### src/rtl/multi_stage_onoff_controller_assert.svh
// Assertion macros for the multi-stage on/off controller.
`ifndef MULTI_STAGE_ONOFF_CONTROLLER_ASSERT_SVH
`define MULTI_STAGE_ONOFF_CONTROLLER_ASSERT_SVH
`ifndef SYNTHESIS
`define MSOC_ASSERT(lbl, clk, rst_n, prop) \
  lbl: assert property (@(posedge clk) disable iff (!rst_n) prop) \
    else $error("msoc assertion failed");
`define MSOC_ASSERT_NEVER(lbl, clk, rst_n, cond) \
  lbl: assert property (@(posedge clk) disable iff (!rst_n) !(cond)) \
    else $error("msoc forbidden condition seen");
`else
`define MSOC_ASSERT(lbl, clk, rst_n, prop)
`define MSOC_ASSERT_NEVER(lbl, clk, rst_n, cond)
`endif
`endif

### src/rtl/msoc_pkg.sv
// Types and constants shared by the multi-stage on/off controller.
package msoc_pkg;

  localparam int unsigned VAL_W  = 20;  // holds negated Q12.4 plus two margins
  localparam int unsigned HYST_W = 15;
  localparam int unsigned STG_W  = 3;
  localparam int unsigned LINE_W = 4;
  localparam int unsigned NREGS  = 4;   // on-hysteresis registers
  localparam int unsigned CIDX_W = 3;
  localparam int unsigned CDAT_W = 16;

  localparam logic [CIDX_W-1:0] CFG_OFF_HYST  = 3'd0;
  localparam logic [CIDX_W-1:0] CFG_INVERT    = 3'd1;
  localparam logic [CIDX_W-1:0] CFG_DEAD_TIME = 3'd2;
  localparam logic [CIDX_W-1:0] CFG_STAGE1    = 3'd3;
  localparam logic [CIDX_W-1:0] CFG_STAGE2    = 3'd4;
  localparam logic [CIDX_W-1:0] CFG_STAGE3    = 3'd5;
  localparam logic [CIDX_W-1:0] CFG_STAGE4    = 3'd6;

  typedef struct packed {
    logic signed [15:0] process_value;
    logic signed [15:0] setpoint;
    logic [31:0]        time_ms;
  } msoc_in_t;

  typedef struct packed {
    logic [2:0] active_stage;
    logic [3:0] stage_lines;
    logic       waiting_dead_time;
  } msoc_out_t;

  typedef struct packed {
    logic [HYST_W-1:0] off_hyst;
    logic              invert;
    logic [15:0]       dead_time;
  } msoc_cfg_t;

endpackage

### src/rtl/msoc_cmp.sv
// Shared add-and-compare unit: value against base - sub + add.
module msoc_cmp (
  input  logic signed [msoc_pkg::VAL_W-1:0]  val_i,
  input  logic signed [msoc_pkg::VAL_W-1:0]  base_i,
  input  logic        [msoc_pkg::HYST_W-1:0] sub_i,
  input  logic        [msoc_pkg::HYST_W-1:0] add_i,
  output logic                               gt_o,
  output logic                               lt_o
);
  import msoc_pkg::*;

  logic signed [VAL_W-1:0] rhs;

  assign rhs  = base_i - signed'(VAL_W'(sub_i)) + signed'(VAL_W'(add_i));
  assign gt_o = val_i > rhs;
  assign lt_o = val_i < rhs;

endmodule

### src/rtl/msoc_cfg.sv
// Configuration registers with a stage hysteresis read port.
module msoc_cfg (
  input  logic                               clk_i,
  input  logic                               rst_ni,
  input  logic                               cfg_we_i,
  input  logic        [msoc_pkg::CIDX_W-1:0] cfg_idx_i,
  input  logic        [msoc_pkg::CDAT_W-1:0] cfg_wdata_i,
  input  logic        [msoc_pkg::STG_W-1:0]  rd_idx_i,
  output msoc_pkg::msoc_cfg_t                cfg_o,
  output logic        [msoc_pkg::HYST_W-1:0] rd_hyst_o
);
  import msoc_pkg::*;

  msoc_cfg_t         cfg_q;
  logic [HYST_W-1:0] hyst_q [NREGS];

  always_ff @(posedge clk_i or negedge rst_ni) begin
    if (!rst_ni) begin
      cfg_q.off_hyst  <= HYST_W'(16);
      cfg_q.invert    <= 1'b0;
      cfg_q.dead_time <= 16'd200;
      hyst_q[0]       <= HYST_W'(16);
      hyst_q[1]       <= HYST_W'(32);
      hyst_q[2]       <= HYST_W'(48);
      hyst_q[3]       <= HYST_W'(64);
    end else if (cfg_we_i) begin
      unique case (cfg_idx_i)
        CFG_OFF_HYST:  cfg_q.off_hyst  <= cfg_wdata_i[HYST_W-1:0];
        CFG_INVERT:    cfg_q.invert    <= cfg_wdata_i[0];
        CFG_DEAD_TIME: cfg_q.dead_time <= cfg_wdata_i;
        CFG_STAGE1:    hyst_q[0]       <= cfg_wdata_i[HYST_W-1:0];
        CFG_STAGE2:    hyst_q[1]       <= cfg_wdata_i[HYST_W-1:0];
        CFG_STAGE3:    hyst_q[2]       <= cfg_wdata_i[HYST_W-1:0];
        CFG_STAGE4:    hyst_q[3]       <= cfg_wdata_i[HYST_W-1:0];
        default: ;
      endcase
    end
  end

  assign cfg_o = cfg_q;
  // stages without a register read as disabled
  assign rd_hyst_o = (rd_idx_i < STG_W'(NREGS)) ? hyst_q[rd_idx_i[1:0]] : '0;

endmodule

### src/rtl/multi_stage_onoff_controller.sv
// Multi-stage on/off controller: a word is accepted when in_stall_o is low and the
// block is idle; it runs the off check and, if not above the off margin, a scan of
// each stage through the shared add/compare unit and the latch check, then the
// dead-time update, before the next word is accepted. The result lands in an output
// register, so the block goes idle while the result waits to be taken. Configuration
// is a plain indexed write port; writes beyond the register list are ignored.
`include "multi_stage_onoff_controller_assert.svh"
module multi_stage_onoff_controller #(
  parameter int unsigned STAGES = 4
) (
  input  logic                               clk_i,
  input  logic                               rst_ni,
  input  logic                               cfg_we_i,
  input  logic        [msoc_pkg::CIDX_W-1:0] cfg_idx_i,
  input  logic        [msoc_pkg::CDAT_W-1:0] cfg_wdata_i,
  input  logic                               in_valid_i,
  output logic                               in_stall_o,
  input  msoc_pkg::msoc_in_t                 in_word_i,
  output logic                               out_valid_o,
  input  logic                               out_stall_i,
  output msoc_pkg::msoc_out_t                out_word_o
);
  import msoc_pkg::*;

  localparam logic [2:0] S_IDLE  = 3'd0;
  localparam logic [2:0] S_PREP  = 3'd1;
  localparam logic [2:0] S_SCAN  = 3'd2;
  localparam logic [2:0] S_LATCH = 3'd3;
  localparam logic [2:0] S_DEAD  = 3'd4;

  localparam logic [STG_W-1:0] LastIdx  = STG_W'(STAGES - 1);
  localparam logic [STG_W-1:0] NumStage = STG_W'(STAGES);

  msoc_cfg_t         cfg;
  logic [STG_W-1:0]  rd_idx;
  logic [HYST_W-1:0] rd_hyst;
  logic [HYST_W-1:0] cmp_sub, cmp_add;
  logic              cmp_gt, cmp_lt;

  logic [2:0]              state_q, state_d;
  logic [STG_W-1:0]        idx_q, idx_d;
  logic [STG_W-1:0]        best_q, best_d;
  logic [HYST_W-1:0]       best_h_q, best_h_d;
  logic [STG_W-1:0]        latched_q, latched_d;
  logic [STG_W-1:0]        des_q, des_d;
  logic [STG_W-1:0]        drv_q, drv_d;
  logic [STG_W-1:0]        pend_q, pend_d;
  logic                    dead_q, dead_d;
  logic [31:0]             start_q, start_d;
  logic signed [VAL_W-1:0] pv_q, pv_d, sp_q, sp_d;
  logic [31:0]             now_q, now_d;
  logic                    out_valid_q, out_valid_d;
  msoc_out_t               out_q, out_d;
  logic signed [VAL_W-1:0] pv_ext, sp_ext;

  msoc_cfg u_cfg (
    .clk_i       (clk_i),
    .rst_ni      (rst_ni),
    .cfg_we_i    (cfg_we_i),
    .cfg_idx_i   (cfg_idx_i),
    .cfg_wdata_i (cfg_wdata_i),
    .rd_idx_i    (rd_idx),
    .cfg_o       (cfg),
    .rd_hyst_o   (rd_hyst)
  );

  msoc_cmp u_cmp (
    .val_i  (pv_q),
    .base_i (sp_q),
    .sub_i  (cmp_sub),
    .add_i  (cmp_add),
    .gt_o   (cmp_gt),
    .lt_o   (cmp_lt)
  );

  assign pv_ext = VAL_W'(in_word_i.process_value);
  assign sp_ext = VAL_W'(in_word_i.setpoint);

  always_comb begin
    logic [STG_W-1:0] pick;
    logic             ndt;
    logic [STG_W-1:0] npend, ndrv;
    logic [31:0]      nstart;
    pick        = '0;
    ndt         = dead_q;
    npend       = pend_q;
    ndrv        = drv_q;
    nstart      = start_q;
    state_d     = state_q;
    idx_d       = idx_q;
    best_d      = best_q;
    best_h_d    = best_h_q;
    latched_d   = latched_q;
    des_d       = des_q;
    drv_d       = drv_q;
    pend_d      = pend_q;
    dead_d      = dead_q;
    start_d     = start_q;
    pv_d        = pv_q;
    sp_d        = sp_q;
    now_d       = now_q;
    out_d       = out_q;
    out_valid_d = out_valid_q & out_stall_i;
    rd_idx      = idx_q;
    cmp_sub     = '0;
    cmp_add     = cfg.off_hyst;

    unique case (state_q)
      S_IDLE: begin
        if (in_valid_i) begin
          pv_d    = cfg.invert ? -pv_ext : pv_ext;
          sp_d    = cfg.invert ? -sp_ext : sp_ext;
          now_d   = in_word_i.time_ms;
          state_d = S_PREP;
        end
      end
      S_PREP: begin
        // above setpoint + off margin: everything off
        if (cmp_gt) begin
          latched_d = '0;
          des_d     = '0;
          state_d   = S_DEAD;
        end else begin
          idx_d    = '0;
          best_d   = '0;
          best_h_d = '0;
          state_d  = S_SCAN;
        end
      end
      S_SCAN: begin
        cmp_sub = rd_hyst;
        cmp_add = '0;
        if (rd_hyst != '0 && cmp_lt && (best_q == '0 || rd_hyst > best_h_q)) begin
          best_d   = idx_q + STG_W'(1);
          best_h_d = rd_hyst;
        end
        if (idx_q == LastIdx) state_d = S_LATCH;
        else idx_d = idx_q + STG_W'(1);
      end
      S_LATCH: begin
        rd_idx  = latched_q - STG_W'(1);
        cmp_sub = rd_hyst;
        if (latched_q == '0) pick = best_q;
        else if (latched_q > NumStage || rd_hyst == '0) pick = best_q;
        else if (cmp_gt) pick = best_q;      // past its release level
        else if (best_q != '0 && best_h_q > rd_hyst) pick = best_q;
        else pick = latched_q;
        latched_d = pick;
        des_d     = pick;
        state_d   = S_DEAD;
      end
      S_DEAD: begin
        if (!out_valid_q || !out_stall_i) begin
          if (dead_q) begin
            if (des_q == '0) begin
              ndt   = 1'b0;
              npend = '0;
              ndrv  = '0;
            end else if (des_q != pend_q) begin
              npend  = des_q;
              nstart = now_q;
            end else if ((now_q - start_q) >= 32'(cfg.dead_time)) begin
              ndt = 1'b0;
              if (pend_q != '0) ndrv = pend_q;
              npend = '0;
            end
          end
          if (!ndt && des_q != ndrv) begin
            // break before make between two stages
            if (ndrv != '0 && des_q != '0) begin
              if (cfg.dead_time == '0) begin
                ndrv = des_q;
              end else begin
                ndrv   = '0;
                npend  = des_q;
                nstart = now_q;
                ndt    = 1'b1;
              end
            end else begin
              ndrv = des_q;
            end
          end
          drv_d   = ndrv;
          pend_d  = npend;
          dead_d  = ndt;
          start_d = nstart;
          out_d.active_stage      = ndrv;
          out_d.stage_lines       = (ndrv != '0 && ndrv <= STG_W'(LINE_W))
                                    ? (LINE_W'(1) << (ndrv - STG_W'(1))) : '0;
          out_d.waiting_dead_time = ndt;
          out_valid_d = 1'b1;
          state_d     = S_IDLE;
        end
      end
      default: state_d = S_IDLE;
    endcase
  end

  always_ff @(posedge clk_i or negedge rst_ni) begin
    if (!rst_ni) begin
      state_q     <= S_IDLE;
      idx_q       <= '0;
      best_q      <= '0;
      best_h_q    <= '0;
      latched_q   <= '0;
      des_q       <= '0;
      drv_q       <= '0;
      pend_q      <= '0;
      dead_q      <= 1'b0;
      start_q     <= '0;
      out_valid_q <= 1'b0;
    end else begin
      state_q     <= state_d;
      idx_q       <= idx_d;
      best_q      <= best_d;
      best_h_q    <= best_h_d;
      latched_q   <= latched_d;
      des_q       <= des_d;
      drv_q       <= drv_d;
      pend_q      <= pend_d;
      dead_q      <= dead_d;
      start_q     <= start_d;
      out_valid_q <= out_valid_d;
    end
  end

  always_ff @(posedge clk_i) begin
    pv_q  <= pv_d;
    sp_q  <= sp_d;
    now_q <= now_d;
    out_q <= out_d;
  end

  assign in_stall_o  = (state_q != S_IDLE);
  assign out_valid_o = out_valid_q;
  assign out_word_o  = out_q;

  `MSOC_ASSERT(a_accept_starts, clk_i, rst_ni, in_valid_i && !in_stall_o |=> state_q == S_PREP)
  `MSOC_ASSERT(a_dead_has_target, clk_i, rst_ni, dead_q |-> pend_q != '0)
  `MSOC_ASSERT(a_lines_onehot, clk_i, rst_ni, out_valid_o && out_word_o.active_stage != '0 && out_word_o.active_stage <= 3'd4 |-> $onehot(out_word_o.stage_lines))
  `MSOC_ASSERT_NEVER(a_drv_range, clk_i, rst_ni, drv_q > NumStage || latched_q > NumStage)

endmodule

### config.mk
export PLATFORM = sky130hd
export DESIGN_NAME = multi_stage_onoff_controller
export DESIGN_NICKNAME = d
export VERILOG_FILES = /design/src/rtl/msoc_pkg.sv /design/src/rtl/msoc_cmp.sv /design/src/rtl/msoc_cfg.sv /design/src/rtl/multi_stage_onoff_controller.sv
export VERILOG_INCLUDE_DIRS = /design/src /design/src/rtl
export SDC_FILE = /design/constraint.sdc
export NUM_CORES = 1
export LEC_CHECK = 0
export ABC_CLOCK_PERIOD_IN_PS = 17400
export BUFFER_PORTS_ARGS = -buffer_cell sky130_fd_sc_hd__buf_2
export CORE_MARGIN = 2
export CORE_UTILIZATION = 40
export DETAILED_ROUTE_END_ITERATION = 7
export PLACE_DENSITY = 0.58
export SYNTH_ARGS = -nofsm -noshare
export SYNTH_HDL_FRONTEND = slang
export SYNTH_SLANG_ARGS = --single-unit
### constraint.sdc
create_clock -name clk_i -period 17.4 [get_ports clk_i]
set_clock_uncertainty 0.15 [all_clocks]
set_input_delay 0.87 -clock clk_i [delete_from_list [all_inputs] [get_ports clk_i]]
set_output_delay 0.87 -clock clk_i [all_outputs]
set_load 0.005 [all_outputs]
# Word level (Yosys, flattened, before mapping)
# Index checks and enable logic that the tools add are counted.
dict set report word_totals {
  regBits 239
  out_inout_bits 10
  word_cells 169
}
dict set report classes {
  add_sub_neg 8
  n_lt_le_gt_ge 9
  n_eq_ne 21
  shift 1
  mux 64
  n_bitwise 2
  n_reduce_logical 41
}
# cell count
set op_table {}
lappend op_table {{$mux W32} 6}
lappend op_table {{$mux W15} 7}
lappend op_table {{$mux W3} 32}
lappend op_table {{$mux W20} 2}
lappend op_table {{$neg A16 Y20} 2}
lappend op_table {{$ge A32 B16 Y1} 1}
lappend op_table {{$sub A32 B32 Y32} 1}
lappend op_table {{$bmux W15 S2} 1}
lappend op_table {{$gt A15 B15 Y1} 2}
lappend op_table {{$pmux W15 S2} 1}
lappend op_table {{$add A20 B16 Y20} 1}
lappend op_table {{$gt A20 B20 Y1} 1}
lappend op_table {{$lt A20 B20 Y1} 1}
lappend op_table {{$sub A20 B16 Y20} 1}
lappend op_table {{$pmux W3 S2} 3}
lappend op_table {{$reduce_and A2 Y1} 9}
lappend op_table {{$reduce_bool A3 Y1} 6}
lappend op_table {{$logic_not A16 Y1} 1}
lappend op_table {{$eq A3 B2 Y1 const B} 5}
lappend op_table {{$logic_not A15 Y1} 1}
lappend op_table {{$pmux W3 S5} 1}
lappend op_table {{$reduce_bool A15 Y1} 1}
lappend op_table {{$ne A2 B2 Y1 const B} 7}
lappend op_table {{$eq A3 B3 Y1 const B} 4}
lappend op_table {{other kinds (20)} 49}

# Longest topological paths before layout
# Gate-level depths: netlist of run 1.
dict set report depth {
  depth_word 16
  mapped_depth 39
  depth_no_buf 37
}

# Modules after synthesis
# From an unflattened synthesis of run 1, not the netlist that was laid out.
dict set report unflattened {
  cells_unflattened 1491
  hier_area_um2 15750.1
}
# module instances cells_per_inst area_each_um2
set by_module_without_submodules {}
lappend by_module_without_submodules {multi_stage_onoff_controller 1 965 9750.6}
lappend by_module_without_submodules {msoc_cfg 1 257 4027.6}
lappend by_module_without_submodules {msoc_cmp 1 269 1971.9}

# Worst setup path after synthesis of run 1
# Ideal clock, no wire load.
dict set report synth_timing {
  path_type {register -> register}
  from {reg state_q[2]}
  to {reg best_h_q[10]}
  arrival_time_ps 8257
  required_time_ps 17125
  setup_slack_ps 8868
  stages_incl_launch_ff 37
  period_less_slack_ps 8532
  cell_sequence {dfrtp_1 buf_4 nor2b_1 nand2_1 a21oi_1 buf_2 mux4_2 nand2_1 nor2_1 fa_1 inv_1 ha_1 a21o_1 a21oi_1 o21ai_0 a21oi_1 o21ai_0 a21oi_1 o21ai_0 a21oi_1 o21ai_0 a31o_2 a41o_1 o41ai_1 o21bai_1 a21oi_1 xnor2_1 ha_1 nand4_1 nor4_1 o21ai_0 o2111ai_1 mux2_2 nor4_1 a21oi_2 buf_2 mux2_2}
}
dict set report synth_between {
  elab_chain_cells 15
  elab_cells_between_ends 28
  cone_classes {add/sub: 2; order compare: 4; eq/ne: 5; mux: 9; bitwise: 1; reduce/logical: 7}
}
# item line_no
set synth_rtl {}
lappend synth_rtl {{start, declared} multi_stage_onoff_controller.sv:40} ;# logic [2:0] state_q, state_d;
lappend synth_rtl {{start signal, assigned} multi_stage_onoff_controller.sv:213} ;# state_q <= state_d;
lappend synth_rtl {{$eq A3 B2 Y1} multi_stage_onoff_controller.sv:108} ;# unique case (state_q)
lappend synth_rtl {{$mux W3} multi_stage_onoff_controller.sv:108}
lappend synth_rtl {{$not A2 Y3 (not written as such)} msoc_cfg.sv:42} ;# assign rd_hyst_o = (rd_idx_i < STG_W'(NREGS)) ? hyst_q[rd_idx_i[1:0]] : '0;
lappend synth_rtl {{$bmux W15 S2} msoc_cfg.sv:42}
lappend synth_rtl {{$mux W15 (not written as such) (2 in a row)} msoc_cfg.sv:42}
lappend synth_rtl {{$mux W15} msoc_cfg.sv:42}
lappend synth_rtl {{$mux W15} multi_stage_onoff_controller.sv:108}
lappend synth_rtl {{$sub A20 B16 Y20} msoc_cmp.sv:14} ;# assign rhs = base_i - signed'(VAL_W'(sub_i)) + signed'(VAL_W'(add_i));
lappend synth_rtl {{$add A20 B16 Y20} msoc_cmp.sv:14}
lappend synth_rtl {{$lt A20 B20 Y1} msoc_cmp.sv:16} ;# assign lt_o = val_i < rhs;
lappend synth_rtl {{$logic_and A1 B1 Y1 (2 in a row)} multi_stage_onoff_controller.sv:133} ;# if (rd_hyst != '0 && cmp_lt && (best_q == '0 || rd_hyst > best_h_q)) begin
lappend synth_rtl {{$ne A2 B2 Y1 (no line)} n/a}
lappend synth_rtl {{$reduce_and A3 Y1 (no line)} n/a}
lappend synth_rtl {{end signal, assigned} multi_stage_onoff_controller.sv:216} ;# best_h_q <= best_h_d;
lappend synth_rtl {{end, declared} multi_stage_onoff_controller.sv:43} ;# logic [HYST_W-1:0] best_h_q, best_h_d;
# Parallel ways exist; a longest one is shown, timed or not. The select of a mux whose other input is x is not followed.
# A chain may end at the register's enable or synchronous reset.

# Final worst setup path of run 1
dict set report layout_timing {
  from {reg state_q[1]}
  to {reg best_h_q[2]}
}
# Same word-level chain as after synthesis.

==> tab_implementation.tex, run 1 <==
\begin{tabular}{lr}
\hline
Metric & Value \\
\hline
\multicolumn{2}{l}{\textbf{Outcome}} \\
\quad Result of the run & finished clean \\
\multicolumn{2}{l}{\textbf{STA}} \\
\quad Setup-failing EPs final & 0 \\
\quad Fin Hold WS & 0.235 ns \\
\quad Time the worst path needs with I/O delays and setup & 9.23 ns \\
\quad Final clock period utilization by the worst path & 53.1\% \\
\quad Achievable frequency & 0.108 GHz \\
\quad Worst slew margin relative to its limit & 20.0\% \\
\quad Max-slew violation count & 0 \\
\quad Hold Vio Cnt, Final & 0 \\
\quad Measured slew at the worst slew-check pin & 1.19 ns \\
\quad Setup repair after global routing missed its margin & no \\
\quad Slack of the critical path & 8.17 ns \\
\quad Post-Route Setup TNS & 0 ns \\
\multicolumn{2}{l}{\textbf{Hold path}} \\
\quad Classification of the worst-slack hold path & input pin to async pin \\
\multicolumn{2}{l}{\textbf{Synth}} \\
\quad Post-synthesis register bit count & 239 \\
\quad Number of nets in the synthesized netlist & 1,575 \\
\quad Post-synthesis area per instance & 11.0 um2 \\
\quad Distinct cells, synth & 98 \\
\quad Proportion of synthesized chip area in sequential cells & 42.6\% \\
\quad Fraction of registers with async set or reset after synthesis & 66.5\% \\
\quad Prevailing post-synth register cell & sky130\_fd\_sc\_hd\_\_dfrtp\_1 \\
\quad Yosys warns & 0 \\
\quad EDFF count, synth & 80 \\
\quad Total standard cell area after synthesis & 15,000 um2 \\
\quad Post-synthesis instance total & 1,360 \\
\multicolumn{2}{l}{\textbf{Global route}} \\
\quad Total gr overflow & 0 \\
\quad Total track usage & 17.6\% \\
\quad Initial antenna violation count & 4 \\
\quad First-pass GRT wire length & 55,400 um \\
\quad Pin count of the biggest net entering global routing & 83 \\
\quad Number of global-route vias before repair & 10,600 \\
\multicolumn{2}{l}{\textbf{Worst setup path}} \\
\quad Critical path data arrival time & 9.51 ns \\
\quad Category of cells accounting for the largest share of critical-path delay & compound AO/OA/AOI/OAI gates \\
\quad Worst path buffer plus inverter count & 2 \\
\quad Setup crit end kind & flip-flop \\
\quad Cell at the slowest stage of the critical path & sky130\_fd\_sc\_hd\_\_a21oi\_2 \\
\quad Critical Path Max Stage Delay & 0.87 ns \\
\quad Critical path origin & state\_q[1] \\
\quad Maximum fanout along the worst path & 18 \\
\quad Required time of the critical path & 17.68 ns \\
\quad Beginning of the worst register-to-register path & state\_q[1] \\
\quad Critical Path Source Type & flip-flop \\
\quad Critical path class & flip-flop to flip-flop \\
\quad Worst reg-to-reg setup slack & 8.17 ns \\
\quad Library cell appearing most often on the critical path & sky130\_fd\_sc\_hd\_\_a21oi\_1 \\
\multicolumn{2}{l}{\textbf{Power and ir drop}} \\
\quad Power density relative to cell area & 147 nW/um2 \\
\quad Maximum resistive drop on vdd & 74.7 uV \\
\quad Static Leakage & 7.54 nW \\
\quad Final Total Pwr & 2.49 mW \\
\multicolumn{2}{l}{\textbf{Layout}} \\
\quad Multi-input gate area & 7920 um2 \\
\quad Fraction of layout cells with a size suffix above 1 & 23.9\% \\
\quad Area Growth Syn to Fin & 12.7\% \\
\quad Flip-flop and latch area & 6390 um2 \\
\quad Number of inserted filler cells in the final layout & 3,422 \\
\quad Post-route standard cell area excluding fillers & 16,900 um2 \\
\quad Nets@finish & 1,674 \\
\multicolumn{2}{l}{\textbf{Floorplanning}} \\
\quad DIE HEIGHT & 198 um \\
\quad Core outline area & 36,800 um2 \\
\quad Die area & 39,100 um2 \\
\quad Core Rows & 70 \\
\quad Initial Utilization & 40.8\% \\
\quad Top-Level Pins & 98 \\
\quad Chip Width & 198 um \\
\multicolumn{2}{l}{\textbf{Route}} \\
\quad \# DRC & 0 \\
\quad Vias post-DR & 10,400 \\
\quad Number of DRC violations after detailed-routing iteration 0 & 543 \\
\quad Post-detailed-routing wire length & 33,500 um \\
\quad Router iterations before antenna repair & 5 \\
\quad Via density per instance & 5.34 \\
\quad Post-DRT Antenna Nets & 0 \\
\quad Routed wire per std cell & 17.2 um \\
\multicolumn{2}{l}{\textbf{Clock tree}} \\
\quad Clock sinks & 239 \\
\quad Clock buffers created by TritonCTS & 29 \\
\quad Max clock buf depth & 3 \\
\quad Later-pin clock latency in the skew report & 0.55 ns \\
\quad Level count of the clock H-tree & 1 \\
\quad TritonCTS clock tree & built \\
\quad CTS Root Cell & sky130\_fd\_sc\_hd\_\_clkbuf\_16 \\
\quad Hold-fix buffers at CTS & 0 \\
\quad Post-CTS setup buffer count & 0 \\
\quad Post-CTS clock slew at the launch and capture registers of the worst setup and hold paths & 0.06 ns \\
\quad Count of cells resized by post-cts repair & 0 \\
\multicolumn{2}{l}{\textbf{Placed design}} \\
\quad Gpl congestion & 0.812 \\
\quad Cell area after placement & 16,000 um2 \\
\quad Final HPWL DP & 24,800 um \\
\quad Port buffer count & 97 \\
\quad Setup Slack @ Placement & 8.24 ns \\
\multicolumn{2}{l}{\textbf{Run}} \\
\quad Max-cap check violation count & 0 \\
\hline
\end{tabular}
cells in the final DEF (no fill, tap or decap), types with 10 or more instances in the layout:
master	count
sky130_fd_sc_hd__clkbuf_16	33
sky130_fd_sc_hd__edfxtp_1	80
sky130_fd_sc_hd__a21oi_1	50
sky130_fd_sc_hd__nor2b_1	14
sky130_fd_sc_hd__buf_2	96
sky130_fd_sc_hd__o21ai_0	65
sky130_fd_sc_hd__nor2_1	67
sky130_fd_sc_hd__a211oi_1	11
sky130_fd_sc_hd__inv_1	132
sky130_fd_sc_hd__a21o_1	23
sky130_fd_sc_hd__xnor2_1	43
sky130_fd_sc_hd__nand3_1	17
sky130_fd_sc_hd__nor3_1	11
sky130_fd_sc_hd__xor2_1	22
sky130_fd_sc_hd__nor4_1	14
sky130_fd_sc_hd__dfrtp_1	150
sky130_fd_sc_hd__mux4_2	15
sky130_fd_sc_hd__nand2b_1	20
sky130_fd_sc_hd__o21a_1	13
sky130_fd_sc_hd__or3_1	10
sky130_fd_sc_hd__fa_1	16
sky130_fd_sc_hd__clkbuf_1	12
sky130_fd_sc_hd__mux2_4	31
sky130_fd_sc_hd__nand4_1	18
sky130_fd_sc_hd__nand2_1	104
sky130_fd_sc_hd__mux2_2	102
sky130_fd_sc_hd__mux2i_1	13
sky130_fd_sc_hd__ha_1	111
logic make-up (layout without fill, tap and decap cells):
| family | Yosys count | count (layout) | synth area share (%) |
|---|---|---|---|
| DFF | 239 | 239 | 42.6 |
| and+or+nand+nor | 336 | 336 | 11.6 |
| xor gates and xnor gates | 65 | 65 | 3.79 |
| buffers and inverters | 171 | 293 | 4.90 |
| adders and majority gates | 127 | 127 | 11.4 |
| muxes | 161 | 161 | 13.9 |
| AOI/OAI and AO/OA | 261 | 261 | 11.9 |
| other | 0 | 1 | 0 |
synthesized netlist by cell type (12+ instances only):
master,count,area [um2]
sky130_fd_sc_hd__mux2i_1,13,130
sky130_fd_sc_hd__a21o_1,23,173
sky130_fd_sc_hd__fa_1,16,320
sky130_fd_sc_hd__nor3_1,12,60.1
sky130_fd_sc_hd__xor2_1,22,193
sky130_fd_sc_hd__nand2b_1,20,125
sky130_fd_sc_hd__o21a_1,13,97.6
sky130_fd_sc_hd__mux2_4,31,465
sky130_fd_sc_hd__ha_1,111,1390
sky130_fd_sc_hd__inv_1,132,495
sky130_fd_sc_hd__clkbuf_1,25,93.8
sky130_fd_sc_hd__nor2_1,68,255
sky130_fd_sc_hd__nor2b_1,14,87.6
sky130_fd_sc_hd__nor4_1,14,87.6
sky130_fd_sc_hd__edfxtp_1,80,2400
sky130_fd_sc_hd__nand4_1,18,113
sky130_fd_sc_hd__dfrtp_1,150,3750
sky130_fd_sc_hd__mux4_2,15,338
sky130_fd_sc_hd__mux2_2,102,1150
sky130_fd_sc_hd__o21ai_0,65,325
sky130_fd_sc_hd__xnor2_1,43,377
sky130_fd_sc_hd__nand3_1,17,85.1
sky130_fd_sc_hd__nand2_1,104,390
sky130_fd_sc_hd__a21oi_1,51,255
routing by layer:
layer,wire (um),up-vias,share of wire [%],global-route usage [%]
li1,-,5102,-,-
met1,16800,5121,50,25.6
met2,15100,152,45,28.2
met3,1280,30,3.8,2.38
met4,384,4,1.1,3.45
met5,22,-,0.066,0
worst register-to-register path, delay by kind of cell, from the launching register on:
family,cells,cell delay [ns]
simple gates,6,1.40
compound gates,19,4.19
fa+ha+maj,3,1.20
mux,3,1.24
buf+inv,2,0.38
xor+xnor,1,0.09
flops,1,0.46
flip-flops by register name, indices dropped and copies added, names as in the netlist, 8 cells and up:
name / count
u_cfg.hyst_q: 60
best_h_q: 15
now_q: 32
pv_q: 20
u_cfg.cfg_o: 32
start_q: 32
out_word_o: 8
sp_q: 20
cell type report:
type,count,area share (%)
inverter,133,2.95
sequential,239,37.8
tap,468,3.46
timing repair buffer,106,3.30
antenna,1,0.0148
clock buffer,47,5.31
clock inverter,7,0.392
multi-input combinational,950,46.8
stage by stage:
| stage | cells | utilization, % |
|---|---|---|
| global route | 1951 | 46.0 |
| finish | 1951 | 46.0 |
| CTS | 1950 | 46.0 |
| floorplan | 1360 | - |
| detailed placement | 1896 | 43.4 |
| global placement | 1896 | 43.4 |
worst paths after layout:
path / to / depth (start not counted)
setup reg to reg: best_h_q[2] / 34
min in group clk_i: now_q[22] / 1
hold / removal: start_q[19] / 1
hold reg to reg: u_cfg.hyst_q[2] / 1
setup / recovery: best_h_q[2] / 34
max in group asynchronous: u_cfg.cfg_o[18] / 2
power by group:
part / switching, mW / internal, mW / total (mW) / leakage (nW)
registers: 0.0525 / 0.705 / 0.757 / 2.77
clock network: 0.236 / 0.367 / 0.603 / 0.470
logic: 0.627 / 0.501 / 1.13 / 4.30
total: 0.916 / 1.57 / 2.49 / 7.54
(Power assumes the default switching activity.)
==> run 2: changes to the inputs <==
--- a/config.mk
+++ b/config.mk
@@ -6,12 +6,12 @@
 export SDC_FILE = /design/constraint.sdc
 export NUM_CORES = 1
 export LEC_CHECK = 0
-export ABC_CLOCK_PERIOD_IN_PS = 17400
+export ABC_CLOCK_PERIOD_IN_PS = 8000
 export BUFFER_PORTS_ARGS = -buffer_cell sky130_fd_sc_hd__buf_2
 export CORE_MARGIN = 2
 export CORE_UTILIZATION = 40
 export DETAILED_ROUTE_END_ITERATION = 7
-export PLACE_DENSITY = 0.58
+export PLACE_DENSITY = 0.6
 export SYNTH_ARGS = -nofsm -noshare
 export SYNTH_HDL_FRONTEND = slang
 export SYNTH_SLANG_ARGS = --single-unit
==> constraint.sdc (replaced) <==
create_clock -name clk_i -period 8 [get_ports clk_i]
set_clock_uncertainty 0.15 [all_clocks]
set_input_delay 0.4 -clock clk_i [delete_from_list [all_inputs] [get_ports clk_i]]
set_output_delay 0.4 -clock clk_i [all_outputs]
set_load 0.005 [all_outputs]
==> tab_implementation.tex, run 2 (synthesis results as in run 1) <==
\begin{tabular}{lr}
\hline
Metric & Value \\
\hline
\multicolumn{2}{l}{\textbf{Route}} \\
\quad Highest metal layer with signal wires & met4 \\
\quad Routed wire per std cell & 17.1 um (-0.61\%) \\
\quad Post-detailed-routing wire length & 34,600 um (+3.4\%) \\
\quad \# DRC & 0 (unchanged) \\
\quad Routed wl met2 & 16,200 um (+7.4\%) \\
\quad Via density per instance & 5.29 (-0.80\%) \\
\quad Number of DRC violations after detailed-routing iteration 0 & 602 (+11\%) \\
\quad Router iterations before antenna repair & 5 (unchanged) \\
\quad Met3 wire length & 1340 um (+5.1\%) \\
\quad Vias post-DR & 10,700 (+3.2\%) \\
\quad Post-Route M1 WL & 16,600 um (-0.64\%) \\
\quad Post-DRT Antenna Nets & 0 (unchanged) \\
\multicolumn{2}{l}{\textbf{STA}} \\
\quad Max-slew violation count & 0 (unchanged) \\
\quad Fin Hold WS & 0.0270 ns (-0.208 ns) \\
\quad Measured slew at the worst slew-check pin & 1.14 ns (-0.0576 ns) \\
\quad Hold Vio Cnt, Final & 0 (unchanged) \\
\quad Achievable frequency & 0.132 GHz (+22\%) \\
\quad Final clock period utilization by the worst path & 94.4\% (+41 points) \\
\quad Setup-failing EPs final & 0 (unchanged) \\
\quad Post-Route Setup TNS & 0 ns (unchanged) \\
\quad Worst slew margin relative to its limit & 23.9\% (+3.9 points) \\
\quad Time the worst path needs with I/O delays and setup & 7.55 ns (-1.68 ns) \\
\multicolumn{2}{l}{\textbf{Global route}} \\
\quad Initial antenna violation count & 0 (-4) \\
\quad Pin count of the biggest net entering global routing & 82 (-1.2\%) \\
\quad Total gr overflow & 0 (unchanged) \\
\quad First-pass GRT wire length & 56,300 um (+1.5\%) \\
\quad Total track usage & 18.0\% (+0.36 points) \\
\quad Number of global-route vias before repair & 10,700 (+1.6\%) \\
\multicolumn{2}{l}{\textbf{Worst setup path}} \\
\quad Logic depth of the worst register-to-register path & 40 (+18\%) \\
\quad Critical path data arrival time & 7.83 ns (-1.68 ns) \\
\quad Worst path buffer plus inverter count & 6 (+4) \\
\quad Critical Path Max Stage Delay & 0.49 ns (-0.38 ns) \\
\quad Critical Path Source Type & flip-flop \\
\quad Library cell appearing most often on the critical path & sky130\_fd\_sc\_hd\_\_buf\_4 \\
\quad Worst r2r dst & idx\_q[1] \\
\quad Category of cells accounting for the largest share of critical-path delay & compound AO/OA/AOI/OAI gates \\
\quad Maximum fanout along the worst path & 5 (-13) \\
\quad Critical path class & flip-flop to flip-flop \\
\quad Cell at the slowest stage of the critical path & sky130\_fd\_sc\_hd\_\_mux4\_2 \\
\quad Required time of the critical path & 8.28 ns (-9.40 ns) \\
\quad Beginning of the worst register-to-register path & state\_q[1] \\
\quad Worst reg-to-reg setup slack & 0.45 ns (-7.72 ns) \\
\quad Setup crit end kind & flip-flop \\
\multicolumn{2}{l}{\textbf{Placed design}} \\
\quad Port buffer count & 97 (unchanged) \\
\quad Cell area after placement & 16,200 um2 (+1.6\%) \\
\quad Final HPWL DP & 25,700 um (+3.7\%) \\
\quad Gpl congestion & 0.844 (+4.0\%) \\
\multicolumn{2}{l}{\textbf{Floorplanning}} \\
\quad Die area & 39,100 um2 (unchanged) \\
\quad Initial Utilization & 40.8\% (unchanged) \\
\quad Core Rows & 70 (unchanged) \\
\quad Top-Level Pins & 98 (unchanged) \\
\quad Core outline area & 36,800 um2 (unchanged) \\
\quad Chip Width & 198 um (unchanged) \\
\quad DIE HEIGHT & 198 um (unchanged) \\
\multicolumn{2}{l}{\textbf{Power and ir drop}} \\
\quad Final Total Pwr & 5.64 mW (+130\%) \\
\quad Maximum resistive drop on vdd & 178 uV (+140\%) \\
\quad Power density relative to cell area & 319 nW/um2 (+120\%) \\
\quad Static Leakage & 7.90 nW (+4.8\%) \\
\multicolumn{2}{l}{\textbf{Layout}} \\
\quad Commonest cells after routing, fill and taps aside & 150 x sky130\_fd\_sc\_hd\_\_dfrtp\_1, 132 x sky130\_fd\_sc\_hd\_\_inv\_1, 111 x sky130\_fd\_sc\_hd\_\_ha\_1, 103 x sky130\_fd\_sc\_hd\_\_nand2\_1, 101 x sky130\_fd\_sc\_hd\_\_mux2\_2 \\
\quad Fin util & 48.0\% (+2.0 points) \\
\quad Nets@finish & 1,754 (+4.8\%) \\
\quad Fraction of layout cells with a size suffix above 1 & 25.8\% (+1.9 points) \\
\quad Most common cell after layout, fill and taps aside & sky130\_fd\_sc\_hd\_\_dfrtp\_1 \\
\quad Area Growth Syn to Fin & 17.7\% \\
\quad Largest register FFs & 60 (unchanged) \\
\quad Number of antenna cells inserted & 0 (-1) \\
\quad Biggest register & u\_cfg.hyst\_q \\
\quad Post-route standard cell area excluding fillers & 17,700 um2 (+4.4\%) \\
\multicolumn{2}{l}{\textbf{Clock tree}} \\
\quad Later-pin clock latency in the skew report & 0.55 ns (about the same) \\
\quad Post-CTS clock slew at the launch and capture registers of the worst setup and hold paths & 0.06 ns (about the same) \\
\quad Clock buffers created by TritonCTS & 29 (unchanged) \\
\quad Clock sinks & 239 (unchanged) \\
\quad Max clock buf depth & 3 (unchanged) \\
\quad Level count of the clock H-tree & 1 (unchanged) \\
\quad TritonCTS clock tree & built \\
\quad CTS Root Cell & sky130\_fd\_sc\_hd\_\_clkbuf\_16 \\
\multicolumn{2}{l}{\textbf{Hold path}} \\
\quad Origin of the worst min-delay path & in\_word\_i[35] \\
\quad Classification of the worst-slack hold path & input pin to flip-flop \\
\quad Hold-critical path depth & 2 \\
\quad Hold Path End & sp\_q[3] \\
\multicolumn{2}{l}{\textbf{Outcome}} \\
\quad Result of the run & finished clean \\
\multicolumn{2}{l}{\textbf{Run}} \\
\quad Max-cap check violation count & 0 (unchanged) \\
\hline
\end{tabular}
run 2: cell type report:
class                           count  area (um2)
Tap cell                          468         586
Sequential cell                   239        6390
Clock buffer                       44         855
Timing Repair Buffer              186        1280
Multi-Input combinational cell    950        8010
Inverter                          133         499
Clock inverter                      9        55.1
Fill cell                        3367       19100
run 2: per-layer routing:
layer / global-route usage [%] / vias up
met3: 2.50 / 36
met4: 3.54 / 0
met1: 25.3 / 5292
met5: 0 / -
li1: - / 5270
met2: 29.7 / 141
run 2: through the flow:
stage                     std cells  setup slack [ns]
after floorplan                1360            0.0216
after global placement         1929             0.130
after detailed placement       1929            -0.167
after CTS                      2025            0.0178
after global routing           2029           -0.0559
final                          2029             0.449
run 2: worst max-delay path by stage:
stage	cells past startpoint	to	start
3_3_place_gp	37	best_h_q[11]	state_q[1]
6_report	40	idx_q[1]	state_q[1]
3_5_place_dp	34	best_h_q[2]	state_q[1]
5_1_grt	40	idx_q[0]	state_q[1]
4_1_cts	36	idx_q[1]	state_q[1]
2_1_floorplan	36	best_h_q[10]	state_q[2]
run 2: power breakdown:
| part | switching, mW | internal [mW] |
|---|---|---|
| clock network | 0.513 | 0.736 |
| registers | 0.108 | 1.53 |
| logic | 1.47 | 1.28 |
run 2: what timing repair did:
item                       4_1_cts  5_1_grt
gates resized for setup          2       16
hold buffers                    43        0
pin swaps                        0       10
hold endpoints to repair       122        0
buffers inserted                 0        4
setup endpoints to repair       18       28
